[config.mk]
export PLATFORM = sky130hd
export DESIGN_NAME = valu_sqrt
export DESIGN_NICKNAME = d
export VERILOG_FILES = /design/src/hdl/valu_pkg.sv /design/src/hdl/valu_sqrt.sv
export SDC_FILE = /design/constraint.sdc
export NUM_CORES = 2
export LEC_CHECK = 0
export BUFFER_PORTS_ARGS = -buffer_cell sky130_fd_sc_hd__buf_2
export CAP_MARGIN = 20
export CORE_ASPECT_RATIO = 1.2
export CORE_MARGIN = 2
export CORE_UTILIZATION = 55
export DETAILED_ROUTE_END_ITERATION = 16
export PLACE_DENSITY = 0.73
export SLEW_MARGIN = 25
export SYNTH_ARGS = -nofsm -noshare
export SYNTH_HDL_FRONTEND = slang
export SYNTH_MEMORY_MAX_BITS = 65536
export SYNTH_SLANG_ARGS = --single-unit
[constraint.sdc]
create_clock -name clk_i -period 4.4 [get_ports clk_i]
set_clock_uncertainty 0.15 [all_clocks]
set_input_delay 0.22 -clock clk_i [delete_from_list [all_inputs] [get_ports clk_i]]
set_output_delay 0.22 -clock clk_i [all_outputs]
set_load 0.05 [all_outputs]
[src/hdl/valu_pkg.sv]
// Shared types, constants and saturation helper for the 3D vector unit.
package valu_pkg;

  localparam int unsigned WordBits = 32;
  localparam int unsigned FracBits = 16;
  localparam int unsigned ProdBits = 2 * WordBits;
  localparam int unsigned SumBits  = 2 * WordBits + 2;
  localparam int unsigned QuotBits = FracBits + 1;
  localparam int unsigned RemBits  = WordBits + 4;
  localparam int unsigned DRemBits = WordBits + 1;
  localparam int unsigned SideLat  = WordBits + QuotBits;
  localparam int unsigned PipeLat  = 2 + WordBits + QuotBits + 1;

  typedef enum logic [2:0] {
    MODE_ADD,
    MODE_SUB,
    MODE_NEG,
    MODE_CROSS,
    MODE_SCALE,
    MODE_DOT,
    MODE_LEN,
    MODE_UNIT
  } mode_e;

  typedef logic signed [WordBits-1:0] word_t;

  typedef struct packed {
    mode_e mode;
    word_t ax;
    word_t ay;
    word_t az;
    word_t bx;
    word_t by;
    word_t bz;
    word_t factor;
  } op_t;

  typedef struct packed {
    word_t rx;
    word_t ry;
    word_t rz;
    word_t scalar;
    logic  is_null;
    logic  saturated;
  } res_t;

  typedef struct packed {
    mode_e                      mode;
    word_t [2:0]                vec;
    word_t                      scalar;
    logic                       sat;
    logic [2:0][WordBits-1:0]   amag;
    logic [2:0]                 aneg;
  } side_t;

  typedef struct packed {
    word_t val;
    logic  flag;
  } sat_t;

  function automatic sat_t sat_wide(logic signed [SumBits-1:0] x);
    sat_t r;
    logic [SumBits-WordBits:0] top;
    top = x[SumBits-1:WordBits-1];
    if ((&top) || !(|top)) begin
      r.val  = x[WordBits-1:0];
      r.flag = 1'b0;
    end else begin
      r.val  = x[SumBits-1] ? {1'b1, {(WordBits-1){1'b0}}} : {1'b0, {(WordBits-1){1'b1}}};
      r.flag = 1'b1;
    end
    return r;
  endfunction

endpackage

[src/hdl/valu_sqrt.sv]
// Pipelined integer square root, one root bit per stage.
module valu_sqrt (
  input  logic                           clk_i,
  input  logic [valu_pkg::ProdBits-1:0]  sq_i,
  output logic [valu_pkg::WordBits-1:0]  root_o
);

  logic [valu_pkg::RemBits-1:0]  rem_q  [valu_pkg::WordBits];
  logic [valu_pkg::WordBits-1:0] root_q [valu_pkg::WordBits];
  logic [valu_pkg::ProdBits-1:0] num_q  [valu_pkg::WordBits];

  for (genvar i = 0; i < valu_pkg::WordBits; i++) begin : g_stage
    logic [valu_pkg::RemBits-1:0]  rem_in;
    logic [valu_pkg::RemBits-1:0]  r4;
    logic [valu_pkg::RemBits-1:0]  trial;
    logic [valu_pkg::WordBits-1:0] root_in;
    logic [valu_pkg::ProdBits-1:0] num_in;

    if (i == 0) begin : g_first
      assign rem_in  = '0;
      assign root_in = '0;
      assign num_in  = sq_i;
    end else begin : g_next
      assign rem_in  = rem_q[i-1];
      assign root_in = root_q[i-1];
      assign num_in  = num_q[i-1];
    end

    assign r4    = {rem_in[valu_pkg::RemBits-3:0], num_in[valu_pkg::ProdBits-1 -: 2]};
    assign trial = {(valu_pkg::RemBits-2)'(root_in), 2'b01};

    always_ff @(posedge clk_i) begin
      if (r4 >= trial) begin
        rem_q[i]  <= r4 - trial;
        root_q[i] <= {root_in[valu_pkg::WordBits-2:0], 1'b1};
      end else begin
        rem_q[i]  <= r4;
        root_q[i] <= {root_in[valu_pkg::WordBits-2:0], 1'b0};
      end
      num_q[i] <= num_in << 2;
    end
  end

  assign root_o = root_q[valu_pkg::WordBits-1];

endmodule

After elaboration in Yosys (flattened, before gate mapping)
Memories as Yosys holds them, arrays and structs flattened.
Index checks and enable logic that the tools add are counted.

cells by class
  add/sub/neg operators = 32
  magnitude comparators = 32
  mux-type cells = 160
  bitwise logic cells = 64

operators with widths
  cell                 number
  $mux 36              32
  $ge 36x34->1         31
  $sub 36x34->36       31
  $mux 32              32
  $mux 1               96
  $or 1x1->1           64
  $sub 2x1->3 const B  1
  $ge 2x1->1 const B   1

word-level totals
  flip-flop bits (word level) = 0
  RAM bits = 4160
  output and inout bits = 32
  memories = 3

memory list
  name    words  bits a word  rd ports  clocked after memory_dff  write ports  RTL line         text
  num_q   32     62           31        0                         32           valu_sqrt.sv:10  logic [valu_pkg::ProdBits-1:0] num_q [valu_pkg::WordBits];
  rem_q   32     36           31        0                         32           valu_sqrt.sv:8   logic [valu_pkg::RemBits-1:0] rem_q [valu_pkg::WordBits];
  root_q  32     32           32        0                         32           valu_sqrt.sv:9   logic [valu_pkg::WordBits-1:0] root_q [valu_pkg::WordBits];

Depth between registers and ports, before layout
An unclocked memory read counts as a cell.

  depth in word-level cells = 5
  gate-level depth with buffers = 15
  mapped depth without buffers = 12

Worst setup path after synthesis
Ideal clock, no wire load.

  path type = register -> register
  start = mem rem_q[0][149] in the netlist's numbering
  end = mem rem_q[0][195] in the netlist's numbering
  setup time = 0.134 ns
  data arrival time = 3.078 ns
  data required time = 4.116 ns
  slack = 1.039 ns
  stages on the path, launching flop included = 11
  buffers on the path = 1
  period minus slack after synthesis = 3.361 ns
  cells stage by stage = dfxtp_1 -> or4_1 -> or2_2 -> or3_1 -> or2_2 -> or3_4 -> nor4b_4 -> or2_1 -> buf_2 -> nor4_1 -> xor2_1

RTL lines
  item         RTL line
  from (decl)  valu_sqrt.sv:8

==> run metrics <==
status=completed; CP max FO=7; DRC viols=0; Setup TNS Final=0 ps; drt pass-1 iters=6; drt initial violations=3703; vias in the first global route=63.3k; Final Cell Area=0.105 mm²; Worst Reg-to-Reg Cells=11; prevailing post-synth register cell=dfxtp_1; CP required=5020 ps; first-pass GRT wire length=314000 µm; CP max stage delay=790 ps; Starting Density=55.2%; Die W=379 µm; Worst path depth=11; RSZ-0062 raised after global routing=false; CP Data Arrival Time=4590 ps; Worst VDD drop=0.399 mV; Synth top cells by count=dfxtp_1 (2523), inv_1 (690), nand2_1 (678); post-synth top area share=54.5%; hold path cells=0; crit start category=flip-flop; pin count of the biggest net entering global routing=60; Synth area leaders=dfxtp_1 (55%), ha_1 (7.6%), xor2_1 (4.1%); Top delay family on crit path=simple AND/OR/NAND/NOR gates; Hold Fails Final Rpt=0; initial antenna violation count=2; worst reg-to-reg setup slack=420 ps; Place WS=405 ps; Syn Inst Count=9198; Static Leak=49.0 nW; # setup viols final=0; Syn. warnings=0; grt ovf=0; critical path cell sequence=inv_1 > ha_1 > and4_1 > nand3_1 > nor4_1 > a41oi_1 > o211a_1 > nor2b_1 > nor3b_1 > nand4_1 > xnor2_1; critical path's slowest cell=nor4_1; area growth from synthesis to layout=13.4%; CTS tree=built; post-synthesis net count=9825; layout cells sized above 1=7.35%; critical path type=reg2reg; CTS clock-pin slew for the worst setup and hold paths=60 ps; Layout Nets=10.1k; clk root buf=clkbuf_16; netlist area before placement=0.0927 mm²; I/O pins=97; async set or reset register ratio after synthesis=0%; vias=64.2k; Period minus WS final=3980 ps; post-CTS setup buffers=0; WL/cell=16.3 µm; DP Area=0.0956 mm²; most frequent cell after synthesis=dfxtp_1; max cap viols=0; crit path buf inv count=1; gr usage total=22.5%; power density cells=571 mW/mm²; fin. max-slew vios=0; Post-synth EDFFs=0; Rows=165; PnR worst setup slack=424 ps; crit end category=flip-flop; worst-skew pair later-pin latency=880 ps; Worst Max-Slew Pin Slew=1010 ps; Post-CTS Resized=0; CTS Hold Bufs=129; Vias per Instance=5.37; Core ar.=0.168 mm²; Tcrit/Tclk final=90.4%; CTS H-tree lvls=4; TritonCTS buffer count=228; Hold WS=142 ps; Worst slew margin=32.1%; worst min path class=reg2reg; global placement routability congestion=0.928; # clock sinks=2523; ANT nets after route=0; die height=454 µm; total die area=0.172 mm²; Synth cell types=91; Routed WL=195000 µm; Post-DP HPWL=148000 µm; sequential area share after synthesis=54.5%; f_max=0.252 GHz; biggest area consumer among synthesized cells=dfxtp_1; flops & latches, synth=2523; Max clock buf depth=3; IO buf count=96; Avg Cell Area, Syn=10.1 µm²
-- sequential cells by signal (all words and copies together) (netlist names) --
name and count:
root_q 528, rem_q 1003, num_q 992
-- logic make-up (layout without fill, tap and decap cells) --
kind of cell	count (synthesis)	in the layout	share of synthesized area (%)
xor+xnor	851	851	8.04
fa+ha+maj	562	562	7.59
other cells	1	6	0.00405
mux	71	71	0.851
flops	2523	2523	54.5
buf+inv	893	1386	3.63
simple gates	2458	2458	13.1
compound gates	1839	1839	12.2
-- final timing paths --
path	from	endpoint
worst max register to register	root_q[0][360]	rem_q[0][464]
worst min register to register	root_q[1][205]	root_q[1][238]
worst max-delay path	root_q[0][360]	rem_q[0][464]
worst min-delay path	root_q[1][205]	root_q[1][238]
-- layout make-up --
| type | instances | area (µm²) |
|---|---|---|
| diodes | 5 | 12.5 |
| clock buffers | 313 | 6570 |
| clock inverters | 113 | 1520 |
| fillers | 13500 | 62800 |
| inverters | 692 | 2600 |
| multi-input cells | 5782 | 38900 |
| flip-flops and latches | 2523 | 50500 |
| well taps | 2254 | 2820 |
| repair buffers | 268 | 2130 |
-- layer usage --
| metal | up-vias | GRT usage (%) | share of wire, % |
|---|---|---|---|
| li1 | 32100 | - | - |
| met1 | 30100 | 24.3 | 39 |
| met2 | 1393 | 42.4 | 52 |
| met3 | 552 | 3.17 | 3.4 |
| met4 | 0 | 11.3 | 4.8 |
| met5 | - | 0 | 0 |
-- layout by cell type (no fill, tap or decap), types with 15 or more instances in the layout --
cell,instances
dfxtp_1,2523
inv_1,690
nand2_1,678
a21oi_1,577
nor2_1,572
ha_1,562
o21ai_0,494
xor2_1,439
xnor2_1,412
clkbuf_16,231
nor3_1,212
a21o_1,203
nand3_1,153
nor4_1,136
dlygate4sd3_1,129
nand2b_1,117
buf_2,96
nand4_1,93
o21a_1,92
or3_1,83
nor2b_1,74
or2_2,69
and3_1,63
o21bai_1,63
mux2_2,62
a211oi_1,56
o31ai_1,52
a31oi_1,49
clkbuf_8,48
clkinv_2,45
or4_1,44
o211ai_1,41
buf_4,40
and2_1,36
clkbuf_1,34
nor3b_1,30
nand3b_1,27
bufinv_16,26
clkinvlp_4,16
a2111oi_0,15
-- through the flow --
stage	total power, mW	utilization, %	std cells
after detailed placement	39.6	57.0	11400
after floorplan	36.5	-	9198
after global placement	39.3	57.0	11400
after CTS	60.4	62.6	11900
final	59.9	62.6	12000
after global routing	62.8	62.6	11900
-- where the power goes --
part	switching, mW	internal, mW
clock network	8.59	12.0
logic	5.36	4.32
registers	3.01	26.6
total	17.0	43.0
Power figures use the tool's default switching activity.
