<file path="src/hdl/valu_pkg.sv">
// Shared types, constants and saturation helper for the 3D vector unit.
package valu_pkg;

  localparam int unsigned WordBits = 32;
  localparam int unsigned FracBits = 16;
  localparam int unsigned ProdBits = 2 * WordBits;
  localparam int unsigned SumBits  = 2 * WordBits + 2;
  localparam int unsigned QuotBits = FracBits + 1;
  localparam int unsigned RemBits  = WordBits + 4;
  localparam int unsigned DRemBits = WordBits + 1;
  localparam int unsigned SideLat  = WordBits + QuotBits;
  localparam int unsigned PipeLat  = 2 + WordBits + QuotBits + 1;

  typedef enum logic [2:0] {
    MODE_ADD,
    MODE_SUB,
    MODE_NEG,
    MODE_CROSS,
    MODE_SCALE,
    MODE_DOT,
    MODE_LEN,
    MODE_UNIT
  } mode_e;

  typedef logic signed [WordBits-1:0] word_t;

  typedef struct packed {
    mode_e mode;
    word_t ax;
    word_t ay;
    word_t az;
    word_t bx;
    word_t by;
    word_t bz;
    word_t factor;
  } op_t;

  typedef struct packed {
    word_t rx;
    word_t ry;
    word_t rz;
    word_t scalar;
    logic  is_null;
    logic  saturated;
  } res_t;

  typedef struct packed {
    mode_e                      mode;
    word_t [2:0]                vec;
    word_t                      scalar;
    logic                       sat;
    logic [2:0][WordBits-1:0]   amag;
    logic [2:0]                 aneg;
  } side_t;

  typedef struct packed {
    word_t val;
    logic  flag;
  } sat_t;

  function automatic sat_t sat_wide(logic signed [SumBits-1:0] x);
    sat_t r;
    logic [SumBits-WordBits:0] top;
    top = x[SumBits-1:WordBits-1];
    if ((&top) || !(|top)) begin
      r.val  = x[WordBits-1:0];
      r.flag = 1'b0;
    end else begin
      r.val  = x[SumBits-1] ? {1'b1, {(WordBits-1){1'b0}}} : {1'b0, {(WordBits-1){1'b1}}};
      r.flag = 1'b1;
    end
    return r;
  endfunction

endpackage

</file>
<file path="src/hdl/valu_div.sv">
// Pipelined restoring divider lane for the unit-vector quotient.
module valu_div (
  input  logic                           clk_i,
  input  logic [valu_pkg::WordBits-1:0]  mag_i,
  input  logic [valu_pkg::WordBits-1:0]  den_i,
  output logic [valu_pkg::QuotBits-1:0]  quot_o,
  output logic [valu_pkg::WordBits-1:0]  den_o
);

  logic [valu_pkg::DRemBits-1:0] rem_q [valu_pkg::QuotBits];
  logic [valu_pkg::QuotBits-1:0] quot_q [valu_pkg::QuotBits];
  logic [valu_pkg::QuotBits-1:0] nb_q  [valu_pkg::QuotBits];
  logic [valu_pkg::WordBits-1:0] den_q [valu_pkg::QuotBits];

  for (genvar j = 0; j < valu_pkg::QuotBits; j++) begin : g_stage
    logic [valu_pkg::DRemBits-1:0] rem_in;
    logic [valu_pkg::DRemBits-1:0] r2;
    logic [valu_pkg::DRemBits-1:0] dx;
    logic [valu_pkg::QuotBits-1:0] quot_in;
    logic [valu_pkg::QuotBits-1:0] nb_in;
    logic [valu_pkg::WordBits-1:0] den_in;

    if (j == 0) begin : g_first
      assign rem_in  = valu_pkg::DRemBits'(mag_i >> 1);
      assign quot_in = '0;
      assign nb_in   = {mag_i[0], {(valu_pkg::QuotBits-1){1'b0}}};
      assign den_in  = den_i;
    end else begin : g_next
      assign rem_in  = rem_q[j-1];
      assign quot_in = quot_q[j-1];
      assign nb_in   = nb_q[j-1];
      assign den_in  = den_q[j-1];
    end

    assign r2 = {rem_in[valu_pkg::DRemBits-2:0], nb_in[valu_pkg::QuotBits-1]};
    assign dx = {1'b0, den_in};

    always_ff @(posedge clk_i) begin
      if (r2 >= dx) begin
        rem_q[j]  <= r2 - dx;
        quot_q[j] <= {quot_in[valu_pkg::QuotBits-2:0], 1'b1};
      end else begin
        rem_q[j]  <= r2;
        quot_q[j] <= {quot_in[valu_pkg::QuotBits-2:0], 1'b0};
      end
      nb_q[j]  <= nb_in << 1;
      den_q[j] <= den_in;
    end
  end

  assign quot_o = quot_q[valu_pkg::QuotBits-1];
  assign den_o  = den_q[valu_pkg::QuotBits-1];

endmodule

</file>
<file path="config.mk">
export PLATFORM = sky130hd
export DESIGN_NAME = valu_div
export DESIGN_NICKNAME = d
export VERILOG_FILES = /design/src/hdl/valu_pkg.sv /design/src/hdl/valu_div.sv
export SDC_FILE = /design/constraint.sdc
export NUM_CORES = 2
export LEC_CHECK = 0
export CORE_ASPECT_RATIO = 0.9
export CORE_MARGIN = 4
export CORE_UTILIZATION = 58
export CTS_CLUSTER_DIAMETER = 200
export DETAILED_ROUTE_END_ITERATION = 12
export DONT_BUFFER_PORTS = 1
export GPL_TIMING_DRIVEN = 0
export PLACE_DENSITY = 0.78
export SYNTH_ARGS = -nofsm -noshare
export SYNTH_HDL_FRONTEND = slang
export SYNTH_SLANG_ARGS = --single-unit
export TNS_END_PERCENT = 10
</file>
<file path="constraint.sdc">
create_clock -name clk_i -period 3.35 [get_ports clk_i]
set_input_delay 0 -clock clk_i [delete_from_list [all_inputs] [get_ports clk_i]]
set_output_delay 0 -clock clk_i [all_outputs]
set_load 0.005 [all_outputs]
</file>
-- Word level (Yosys, flattened, before mapping)
Memories as Yosys holds them, arrays and structs flattened.
Index checks and enable logic that the tools add are counted.
- $add $sub $neg: 17
- magnitude comparators: 17
- mux-type cells: 85
- bitwise operators: 34
- operators with widths (kind ; count):
    33-bit 2-to-1 mux ; 17
    33-bit by 32-bit greater-or-equal comparator with 1-bit output ; 16
    33-bit by 32-bit subtractor with 33-bit output ; 16
    17-bit 2-to-1 mux ; 17
    1-bit 2-to-1 mux ; 51
    1-bit OR ; 34
    32-bit by 32-bit subtractor with 33-bit output ; 1
    32-bit greater-or-equal comparator ; 1
- register bits: 0
- memory bits (writable): 1666
- output and inout port bits: 49
- word-level logic and storage cells: 157
- memories kept: 4
- memory list (name ; depth ; width ; read ports ; clocked after Yosys merged registers in ; wr ports ; line ; text):
    rem_q ; 17 ; 33 ; 16 ; 0 ; 17 ; valu_div.sv:10 ; logic [valu_pkg::DRemBits-1:0] rem_q [valu_pkg::QuotBits];
    den_q ; 17 ; 32 ; 17 ; 0 ; 17 ; valu_div.sv:13 ; logic [valu_pkg::WordBits-1:0] den_q [valu_pkg::QuotBits];
    quot_q ; 17 ; 17 ; 17 ; 0 ; 17 ; valu_div.sv:11 ; logic [valu_pkg::QuotBits-1:0] quot_q [valu_pkg::QuotBits];
    nb_q ; 17 ; 16 ; 16 ; 0 ; 17 ; valu_div.sv:12 ; logic [valu_pkg::QuotBits-1:0] nb_q [valu_pkg::QuotBits];

-- Longest topological paths before layout
An unclocked memory read counts as a cell.
- depth after elaboration: 5
- gate-level depth with buffers: 15
- gate-level depth less buffers: 13

-- Worst setup path before layout
No wires, ideal clock.
- kind: register -> register
- start point: memory den_q[1][1] (netlist bit)
- end point: memory rem_q[9][25] (netlist bit)
- library setup time: 0.121 ns
- data arrival time: 3.185 ns
- path slack: 0.044 ns
- cell stages (with the launch flop): 14
- buffers on the path: 1
- period minus slack after synthesis: 3.306 ns
- cells stage by stage: dfxtp_1 inv_1 ha_1 nor2b_1 o31a_1 o31a_1 o21ai_1 a211o_2 a21oi_2 a31o_2 o211a_1 a2111oi_4 buf_6 mux2_2
- RTL lines (item ; line):
    start, declared ; valu_div.sv:13
    end, declared ; valu_div.sv:10

==> flow_summary_export.csv <==
group,metric,value,unit
die,core_area,100000,um^2
timing,slew_headroom,0.00982,
timing,fin_crit,3.46,ns
final_layout,area_growth,16.6,%
worst_setup_path,crit_path_end_kind,"register",
routing,wl_per_cell,19.5,um
cts,clock_sinks,1209,
final_layout,drive_above_1_share,0.113,
synthesis,synth-adder-area-share,0.122,
status,violations,"negative hold slack, max-capacitance violations, negative setup slack",
grt,grt_first_pass_wirelength,247000,um
routing,drt-total-wl,161000,um
final_layout,design_area,68100,um^2
power,internal_power,45.1,mW
worst_setup_path,worst-path-stages,10,
timing,rsz0062_at_grt,"true",
timing,slew_viol_final,0,
die,core.rowCount,110,
place,portBuffers,0,
worst_setup_path,crit_arrival,4.05,ns
place,hpwl,121000,um
synthesis,netlist.area_leader.share,0.414,
worst_setup_path,slowest_delay,0.76,ns
synthesis,synthArstFlopShare,0,
power,p_comb_frac,0.528,
timing,finalHoldViolations,11,
timing,max_freq,289,MHz
die,die_w,343,um
synthesis,syn_nets,7151,
power,p_switching,31.4,mW
final_layout,nNetsFinal,7437,
final_layout,seq_area,24200,um^2
final_layout,utilization,0.681,
synthesis,synthTopCellsByCount,"1209 x dfxtp_1, 687 x inv_1, 568 x nand2_1",
synthesis,synthTopCellsByArea,"dfxtp_1 41%, ha_1 12%, a21oi_1 4.5%, inv_1 4.4%, o21ai_0 4.4%",
place,place_ws,-1.19,ns
grt,grt_pass1_vias,45996,
timing,finalCritPeriodShare,1.03,
grt,grt_usage,0.291,
die,die_area,106000,um^2
cts,clk_path_buf_depth,3,
power,power_density,1120,nW/um^2
synthesis,synth_top_area_cell,"dfxtp_1",
synthesis,muxShareOfSynthArea,0.0324,
routing,drc,0,
cts,cts_root_buf,"clkbuf_16",
worst_setup_path,crit_slowest_cell,"o311ai_0",
routing,drt-initial-drc-count,4120,
die,io_pins,114,
synthesis,synth.avg_cell_area,8.96,um^2
synthesis,synthDistinctLibCells,89,
final_layout,fill_cells,7797,
place,dp.cells,7872,
routing,viasPerCell,5.77,
power,p_total,76.6,mW
power,power_frac_seq,0.287,
cts,clk_pin_slew,0.07,ns
synthesis,syn_inst,6527,
timing,fin_hold_ws,-0.724,ns
synthesis,ys_warn_count,0,
worst_setup_path,crit_family,"compound AO/OA/AOI/OAI gates",
synthesis,synth.cell_area,58500,um^2
final_layout,multiInputGateArea,32500,um^2
worst_hold_path,hold_depth,0,
synthesis,yosys_most_used_dff,"dfxtp_1",
timing,setup_violations,25,
routing,postRouteAntennaNets,0,
cts,clock_latency,0.75,ns
power,peakVddDrop,628,uV
synthesis,synth_xor_area_frac,0.0667,
grt,grt_max_degree,20,
timing,finClkSkew,0.0699,ns
power,power_leakage,31.5,nW
die,die_h,309,um
worst_setup_path,crit_type,"input port to register",
cts,cts_tree,"built",
worst_setup_path,path_cells,"dlygate4sd3_1 > ha_1 > o21a_1 > o311ai_0 > a31oi_2 > a311oi_1 > o21ai_1 > o21ai_2 > buf_2 > mux2_2",
routing,dr_total_vias,47605,
synthesis,ys_seq_elements,1209,
timing,worst_slack,-0.113,ns
worst_setup_path,path_max_fanout,10,
grt,antenna_found_initial,4,
routing,dr.pass1.iters,6,
synthesis,ys_seq_area_frac,0.414,
final_layout,fin_cells,8257,
synthesis,synth-simple-area-share,0.118,
grt,grt_remaining_overflow,0,
synthesis,synth_enable_flop_cells,0,
power,pwr-share-clk,0.185,
power,p_sw_frac,0.411,
timing,tns,-0.845,ns
worst_setup_path,ff2ff_path_depth,9,
place,placed_area,60100,um^2
worst_setup_path,cp_data_required_time,3.94,ns
place,gp_congestion,0.962,
job,cap_violations,1,
synthesis,yosysMostFrequentCell,"dfxtp_1",
worst_hold_path,hold_class,"input port to register",
status,status,"finished with violations",
synthesis,synth_top_family_by_area,"compound AO/OA/AOI/OAI gates",
cts,cts_buffers,117,
worst_setup_path,crit_buf_inv,2,
final_layout,insertedDiodeCount,0,
worst_setup_path,startpoint_type,"input port",
die,initial_core_util,0.584,
cts,cts_max_level,3,
timing,tightest_slew,1.45,ns
synthesis,synth_compound_area_frac,0.191,
routing by layer:
layer	track usage	wire [um]	vias up
li1	-	-	23157
met1	0.384	69900	22423
met2	0.473	72800	1671
met3	0.0550	11700	352
met4	0.119	6550	2
met5	0	13	-
power by group through the flow:
| stage | clock network (mW) | registers (mW) | logic, mW |
|---|---|---|---|
| floorplan | 0 | 20.8 | 27.4 |
| global placement | 0 | 22.0 | 34.8 |
| detailed placement | 0 | 22.0 | 35.3 |
| CTS | 14.4 | 21.8 | 37.8 |
| global route | 15.0 | 22.3 | 44.3 |
| finish | 14.2 | 22.0 | 40.4 |
registers in the layout, indices dropped and copies added, names as in the netlist:
register / flops
rem_q: 512
quot_q: 153
den_q: 544
worst paths after layout:
check                       start              endpoint  slack, ns
min                      den_i[2]   den_q[0][2]$_DFF_P_      -0.72
max reg2reg  den_q[0][29]$_DFF_P_  rem_q[1][31]$_DFF_P_      -0.06
max                      mag_i[3]  rem_q[0][25]$_DFF_P_      -0.11
min reg2reg  quot_q[5][0]$_DFF_P_  quot_q[6][1]$_DFF_P_       0.32
cells by family after synthesis:
logic type / count (synthesis)
AOI/OAI and AO/OA: 1801
xor gates and xnor gates: 445
adders and majority gates: 559
buffers and inverters: 867
DFF: 1209
muxes: 169
and+or+nand+nor: 1477
cell type report:
type | instances | share of cell area
Multi-Input combinational cell | 4453 | 0.477
Sequential cell | 1209 | 0.355
Clock buffer | 157 | 0.0483
Inverter | 688 | 0.0380
Timing Repair Buffer | 192 | 0.0275
Tap cell | 1344 | 0.0247
Buffer | 152 | 0.0148
Clock inverter | 62 | 0.0140
placed cells by master, fill, tap and decap left out, drive strengths merged, types with 18 or more instances in the layout:
cell type	synthesis	final
o31a	18	18
nor2	326	326
nand4	88	88
clkbuf	146	264
dfxtp	1209	1209
o21bai	61	61
a21o	261	261
mux2	163	163
o21ai	529	529
and2	19	19
o21a	71	71
and3	47	47
dlygate4sd3	0	113
o211ai	26	26
a21oi	526	526
nand2	568	568
xnor2	242	242
clkinv	0	30
a31oi	53	53
bufinv	0	18
inv	688	693
nand2b	68	68
nor4	19	19
buf	33	124
ha	543	543
nor2b	78	78
nand3	108	108
a211oi	32	32
nor3	79	79
o31ai	52	52
xor2	203	203
worst reg2reg max path, delay by kind of cell, from the launching register on:
family | cells | cell delay (ns)
AND/OR/NAND/NOR | 2 | 1.43
AO/OA/AOI/OAI | 2 | 0.44
adder cells (fa/ha/maj) | 1 | 0.40
buffers and inverters | 3 | 0.36
flip-flops | 1 | 0.33
multiplexers | 1 | 0.33
repair_timing:
action / CTS / global route
gates cloned: 4 / 1
hold buffers: 94 / 19
gates resized for setup: 275 / 271
hold endpoints to repair: 64 / 18
pin swaps: 41 / 62
setup buffers: 34 / 41
endpoints found under the setup margin: 494 / 489
Note: power is estimated with default switching activity, not from simulation.
